[src/rtl/assert_macros.svh]
// Assertion helpers for the barrier path step unit.
// Each macro expects clk and rst_n in the scope where it is used.
`ifndef ASSERT_MACROS_SVH
`define ASSERT_MACROS_SVH

// same-cycle implication
`define BPE_ASSERT_IMP(label, ante, cons) \
  label: assert property (@(posedge clk) disable iff (!rst_n) (ante) |-> (cons)) \
    else $error("bpe: same-cycle check failed");

// next-cycle implication
`define BPE_ASSERT_NXT(label, ante, cons) \
  label: assert property (@(posedge clk) disable iff (!rst_n) (ante) |=> (cons)) \
    else $error("bpe: next-cycle check failed");

`endif

[src/rtl/bpe_pkg.sv]
// ----------------------------------------------------------------------------
// bpe_pkg
// Shared types, constants and tables of the barrier path step unit.
// ----------------------------------------------------------------------------
`default_nettype none

package bpe_pkg;

  localparam logic [35:0] F_ONE    = 36'h040000000;  // 1.0 in Q30
  localparam logic [30:0] T_ONE    = 31'h40000000;   // 1.0 in Q30
  localparam logic [16:0] W_ONE    = 17'h10000;      // 1.0 in Q1.16
  localparam logic [28:0] EXP_M1   = 29'd395007542;  // exp(-1) in Q30
  localparam logic [21:0] C_CAP    = 22'h200000;     // 32.0 in Q16
  localparam logic [31:0] RND16    = 32'd32768;
  localparam logic [31:0] RND14    = 32'd8192;

  typedef enum logic [2:0] {
    CFG_START   = 3'd0,
    CFG_DRIFT   = 3'd1,
    CFG_VOL     = 3'd2,
    CFG_BARRIER = 3'd3,
    CFG_STRIKE  = 3'd4,
    CFG_SCALE   = 3'd5,
    CFG_MODE    = 3'd6
  } cfg_idx_t;

  typedef enum logic [4:0] {
    ST_IDLE, ST_VZ, ST_F, ST_FHI, ST_FLO, ST_PRICE, ST_MUL_D, ST_MUL_PP,
    ST_DIV_INIT, ST_DIV, ST_MUL_C, ST_EXP_INIT, ST_YT, ST_DVC, ST_HORN,
    ST_KMUL, ST_KT, ST_FACTOR, ST_MUL_W, ST_W, ST_FINISH, ST_RESULT
  } state_t;

  typedef enum logic [4:0] {
    OP_NONE, OP_LOAD, OP_MUL_VZ, OP_F, OP_MUL_FHI, OP_MUL_FLO, OP_PRICE,
    OP_MUL_D, OP_MUL_PP, OP_DIV_INIT, OP_DIV_STEP, OP_MUL_C, OP_EXP_INIT,
    OP_MUL_YT, OP_MUL_DVC, OP_HORN, OP_MUL_K, OP_T_K, OP_FACTOR, OP_MUL_W,
    OP_W, OP_STORE, OP_MUL_PAY, OP_RESULT
  } op_t;

  typedef struct packed {
    op_t        op;
    logic [4:0] idx;   // divider bit index or series term
  } bpe_cmd_t;

  typedef struct packed {
    logic       cont;
    logic       last;
    logic       special;   // bridge factor known without the series
    logic [5:0] k;         // integer part of the exponent argument
    logic       out_busy;
  } bpe_status_t;

  // ceil(2^33 / i) for the series terms that are not powers of two
  function automatic logic [31:0] horner_recip(input logic [3:0] i);
    logic [31:0] m;
    case (i)
      4'd3:    m = 32'd2863311531;
      4'd5:    m = 32'd1717986919;
      4'd6:    m = 32'd1431655766;
      4'd7:    m = 32'd1227133514;
      default: m = 32'd0;
    endcase
    return m;
  endfunction

endpackage

`default_nettype wire

[src/rtl/bpe_ctrl.sv]
// ----------------------------------------------------------------------------
// bpe_ctrl
// Sequencer of the step unit: walks the datapath through price update,
// bridge division, exponential series and weight update.
// ----------------------------------------------------------------------------
`default_nettype none

module bpe_ctrl import bpe_pkg::*; (
  input  wire logic        clk,
  input  wire logic        rst_n,
  input  wire logic        in_valid,
  output logic             in_ready,
  input  wire logic        out_ready,
  input  wire bpe_status_t status,
  output bpe_cmd_t         cmd
);

  state_t     state_r, state_nxt;
  logic [5:0] cnt_r, cnt_nxt;

  always_ff @(posedge clk) begin
    if (!rst_n) begin
      state_r <= ST_IDLE;
      cnt_r   <= '0;
    end else begin
      state_r <= state_nxt;
      cnt_r   <= cnt_nxt;
    end
  end

  always_comb begin
    state_nxt = state_r;
    cnt_nxt   = cnt_r;
    case (state_r)
      ST_IDLE:     if (in_valid) state_nxt = ST_VZ;
      ST_VZ:       state_nxt = ST_F;
      ST_F:        state_nxt = ST_FHI;
      ST_FHI:      state_nxt = ST_FLO;
      ST_FLO:      state_nxt = ST_PRICE;
      ST_PRICE:    state_nxt = status.cont ? ST_MUL_D : ST_FINISH;
      ST_MUL_D:    state_nxt = status.special ? ST_FACTOR : ST_MUL_PP;
      ST_MUL_PP:   state_nxt = ST_DIV_INIT;
      ST_DIV_INIT: begin
        cnt_nxt   = 6'd31;
        state_nxt = ST_DIV;
      end
      ST_DIV: begin
        if (cnt_r == 6'd0) begin
          state_nxt = ST_MUL_C;
        end else begin
          cnt_nxt = cnt_r - 6'd1;
        end
      end
      ST_MUL_C:    state_nxt = ST_EXP_INIT;
      ST_EXP_INIT: begin
        cnt_nxt   = 6'd8;
        state_nxt = ST_YT;
      end
      ST_YT:       state_nxt = ST_DVC;
      ST_DVC:      state_nxt = ST_HORN;
      ST_HORN: begin
        if (cnt_r == 6'd1) begin
          // series done, scale by exp(-1) once per integer unit
          if (status.k == 6'd0) begin
            state_nxt = ST_FACTOR;
          end else begin
            cnt_nxt   = status.k;
            state_nxt = ST_KMUL;
          end
        end else begin
          cnt_nxt   = cnt_r - 6'd1;
          state_nxt = ST_YT;
        end
      end
      ST_KMUL:     state_nxt = ST_KT;
      ST_KT: begin
        if (cnt_r == 6'd1) begin
          state_nxt = ST_FACTOR;
        end else begin
          cnt_nxt   = cnt_r - 6'd1;
          state_nxt = ST_KMUL;
        end
      end
      ST_FACTOR:   state_nxt = ST_MUL_W;
      ST_MUL_W:    state_nxt = ST_W;
      ST_W:        state_nxt = ST_FINISH;
      ST_FINISH:   state_nxt = status.last ? ST_RESULT : ST_IDLE;
      ST_RESULT:   if (!status.out_busy || out_ready) state_nxt = ST_IDLE;
      default:     state_nxt = ST_IDLE;
    endcase
  end

  always_comb begin
    in_ready = 1'b0;
    cmd.op   = OP_NONE;
    cmd.idx  = cnt_r[4:0];
    case (state_r)
      ST_IDLE: begin
        in_ready = 1'b1;
        if (in_valid) cmd.op = OP_LOAD;
      end
      ST_VZ:       cmd.op = OP_MUL_VZ;
      ST_F:        cmd.op = OP_F;
      ST_FHI:      cmd.op = OP_MUL_FHI;
      ST_FLO:      cmd.op = OP_MUL_FLO;
      ST_PRICE:    cmd.op = OP_PRICE;
      ST_MUL_D:    cmd.op = OP_MUL_D;
      ST_MUL_PP:   cmd.op = OP_MUL_PP;
      ST_DIV_INIT: cmd.op = OP_DIV_INIT;
      ST_DIV:      cmd.op = OP_DIV_STEP;
      ST_MUL_C:    cmd.op = OP_MUL_C;
      ST_EXP_INIT: cmd.op = OP_EXP_INIT;
      ST_YT:       cmd.op = OP_MUL_YT;
      ST_DVC:      cmd.op = OP_MUL_DVC;
      ST_HORN:     cmd.op = OP_HORN;
      ST_KMUL:     cmd.op = OP_MUL_K;
      ST_KT:       cmd.op = OP_T_K;
      ST_FACTOR:   cmd.op = OP_FACTOR;
      ST_MUL_W:    cmd.op = OP_MUL_W;
      ST_W:        cmd.op = OP_W;
      ST_FINISH:   cmd.op = status.last ? OP_MUL_PAY : OP_STORE;
      ST_RESULT:   if (!status.out_busy || out_ready) cmd.op = OP_RESULT;
      default:     cmd.op = OP_NONE;
    endcase
  end

endmodule

`default_nettype wire

[config.mk]
export PLATFORM = sky130hd
export DESIGN_NAME = bpe_ctrl
export DESIGN_NICKNAME = d
export VERILOG_FILES = /design/src/rtl/assert_macros.svh /design/src/rtl/bpe_pkg.sv /design/src/rtl/bpe_ctrl.sv
export SDC_FILE = /design/constraint.sdc
export NUM_CORES = 1
export LEC_CHECK = 0
export BUFFER_PORTS_ARGS = -buffer_cell sky130_fd_sc_hd__buf_2
export CAP_MARGIN = 20
export CORE_UTILIZATION = 50
export CTS_CLUSTER_DIAMETER = 80
export DETAILED_ROUTE_END_ITERATION = 6
export PLACE_DENSITY_LB_ADDON = 0.05
export SETUP_SLACK_MARGIN = 0.05
export SLEW_MARGIN = 20
export SYNTH_ARGS = -nofsm -noshare
export SYNTH_HDL_FRONTEND = slang
export SYNTH_SLANG_ARGS = --single-unit
[constraint.sdc]
create_clock -name clk -period 1.8 [get_ports clk]
set_clock_uncertainty 0.05 [all_clocks]
set_input_delay 0.09 -clock clk [delete_from_list [all_inputs] [get_ports clk]]
set_output_delay 0.09 -clock clk [all_outputs]
set_load 0.01 [all_outputs]
==> results_dict.tcl <==
set metrics [dict create \
    cp_cell_sequence "nor4_4 -> buf_4 -> nand2_4 -> o221a_2 -> nor2b_4 -> o221a_2" \
    area_growth_pct 36.62 \
    max_cap_viol_count 0 \
    nets 246 \
    clkTransAtPathRegs_ns 0.08 \
    vdd_ir_drop_max_mv 0.4315 \
    fin_ws_ns -0.04576 \
    clkLatencyLatePin_ns 0.28 \
    cts_sinks 11 \
    start_kind "flop" \
    ys_seq_area_frac 0.1719 \
    slowest_delay_ns 0.36 \
    fin_crit_sh 1.025 \
    htreeDepth 1 \
    cp_top_family "compound AO/OA/AOI/OAI gates" \
    grt-ovfl-total 0 \
    grt_pass1_wl_um 6154 \
    wl_per_cell_um 16.14 \
    start_util 0.5526 \
    ant_nets 0 \
    dr.first_iter.drc_count 107 \
    min_path_type "in2reg" \
    p_per_area_nw_per_um2 430.8 \
    grt_pass1_vias 1362 \
    required_ns 1.91 \
    vias 1641 \
    min_period_ns 1.846 \
    maxSlewViolCount 0 \
    clockRootBuffer "clkbuf_4" \
    rsz0062_at_grt "true" \
    grt_max_degree 15 \
    grt_usage 0.3022 \
    die_area_um2 2769 \
    path_class "reg2reg" \
    die_w_um 52.62 \
    run_status "finished, violations left" \
    cts.path.max_buffers 2 \
    syn_area_per_cell_um2 7.118 \
    syn_inst 180 \
    numCtsBuffers 3 \
    worstPathMaxFanout 6 \
    violations "negative setup slack" \
    dp_hpwl_um 3002 \
    tightest_slew_ns 0.3840 \
    synth_nets 197 \
    power.total_uw 754.1 \
    worst-path-buf-inv 1 \
    mostFrequentLayoutCells "buf_4, buf_2, nand2_1" \
    place_congestion 0.9939 \
    cp.arrival_ns 1.96 \
    relSlewSlack 0.7416 \
    leakage_nw 0.7765 \
    synth-edff-count 0 \
    setup_viol_count_final 5 \
    synthFlopType "dfxtp_1" \
    fillerInstances 182 \
    path_common_cell "o221a_2" \
    hold_viol 0 \
    drive_above_1_share 0.4342 \
    ys_seq_elements 11 \
    io_pins 25 \
    die_height_um 52.62 \
    via_per_inst 6.410 \
    drt-total-wl_um 4133 \
    antenna_found_initial 0 \
    yosysWarningCount 0 \
    cts_tree "yes" \
    io_buffers 24 \
    synthArstFlopShare 0 \
    finish.utilization 0.7550 \
    first_pass_iters 4 \
    slowest_stage "dfxtp_4" \
    drc 0 \
    rrSetupSlack_ns -0.05 \
    post-place-ws_ns -0.02309 \
    core-area_um2 2318 \
    final_common_cell "buf_4" \
    fp-row-count 17 \
    synthDistinctLibCells 56 \
    max_freq_mhz 541.8 \
    netlist_area_um2 1281 \
    end_kind "flop" \
    n_antenna_cell 0 \
    whs_ns 0.1023 \
]
where the power goes:
part           switching [mW]  leakage (nW)  internal [mW]
combinational           0.160         0.668          0.143
sequential             0.0177        0.0931          0.252
clock                  0.0951        0.0150         0.0860
kinds of logic after synthesis:
group / Yosys count / share of synthesized area
flops: 11 / 0.1719
compound gates: 66 / 0.3584
fa+ha+maj: 3 / 0.02930
simple gates: 71 / 0.3174
mux: 1 / 0.01172
xor+xnor: 3 / 0.02051
buf+inv: 25 / 0.09082
final cells by class:
class / count / area (um2) / share of cell area
multi-input cells: 144 / 1007 / 0.5754
inverters: 8 / 32.53 / 0.01858
well taps: 28 / 35.03 / 0.02001
clock buffers: 4 / 26.28 / 0.01501
repair buffers: 61 / 416.7 / 0.2380
flip-flops and latches: 11 / 232.7 / 0.1330
path summary, 6_finish.rpt:
kind                              start                 endpoint  cells past startpoint
setup reg to reg  cnt_r[4]$_SDFFE_PN0P_    cnt_r[0]$_SDFFE_PN0P_                      6
setup / recovery  cnt_r[4]$_SDFFE_PN0P_    cnt_r[0]$_SDFFE_PN0P_                      6
hold / removal                    rst_n  state_r[3]$_SDFFE_PN0P_                      2
hold reg to reg   cnt_r[1]$_SDFFE_PN0P_    cnt_r[1]$_SDFFE_PN0P_                      2
synthesized netlist by cell type, types with 5 or more instances:
library cell   n  area (um2)
clkbuf_1       8       30.03
a21oi_1       14       70.07
nand3_1        7       35.03
nor2b_1        6       37.54
inv_1          7       26.28
buf_4          5       37.54
dfxtp_1       11       220.2
nand2b_1       5       31.28
nand2_1       17       63.81
nor2_1        11       41.29
o21ai_0       18       90.09
routing by layer:
| metal | up-vias | global-route usage | wire length [um] |
|---|---|---|---|
| met5 | - | 0 | 0 |
| met4 | 0 | 0.07895 | 88 |
| met3 | 12 | 0.05507 | 430 |
| met2 | 96 | 0.4557 | 1779 |
| met1 | 768 | 0.4335 | 1835 |
| li1 | 765 | - | - |
worst register-to-register path: cells and delay by family (launching register included):
| kind | cells | cell delay [ns] |
|---|---|---|
| AOI/OAI and AO/OA | 2 | 0.57 |
| buffers and inverters | 1 | 0.18 |
| DFF | 1 | 0.36 |
| and+or+nand+nor | 3 | 0.57 |
metrics by stage:
step / cells / setup TNS [ns] / area (um2)
after floorplan: 180 / 0 / 1292
after global placement: 245 / -0.001423 / 1587
after detailed placement: 245 / -0.05403 / 1587
after CTS: 252 / -0.1174 / 1672
after global routing: 256 / -0.5199 / 1750
final: 256 / -0.1328 / 1750
sequential cells by signal, indices dropped and copies added (netlist names):
register,cells
cnt_r,6
state_r,5
what timing repair did:
| action | CTS | global route |
|---|---|---|
| hold buffers | 0 | 0 |
| setup endpoints to repair | 12 | 14 |
| gates resized for setup | 14 | 16 |
| setup buffers | 3 | 4 |
| pin swaps | 4 | 8 |
Note: power is estimated with default switching activity, not from simulation.
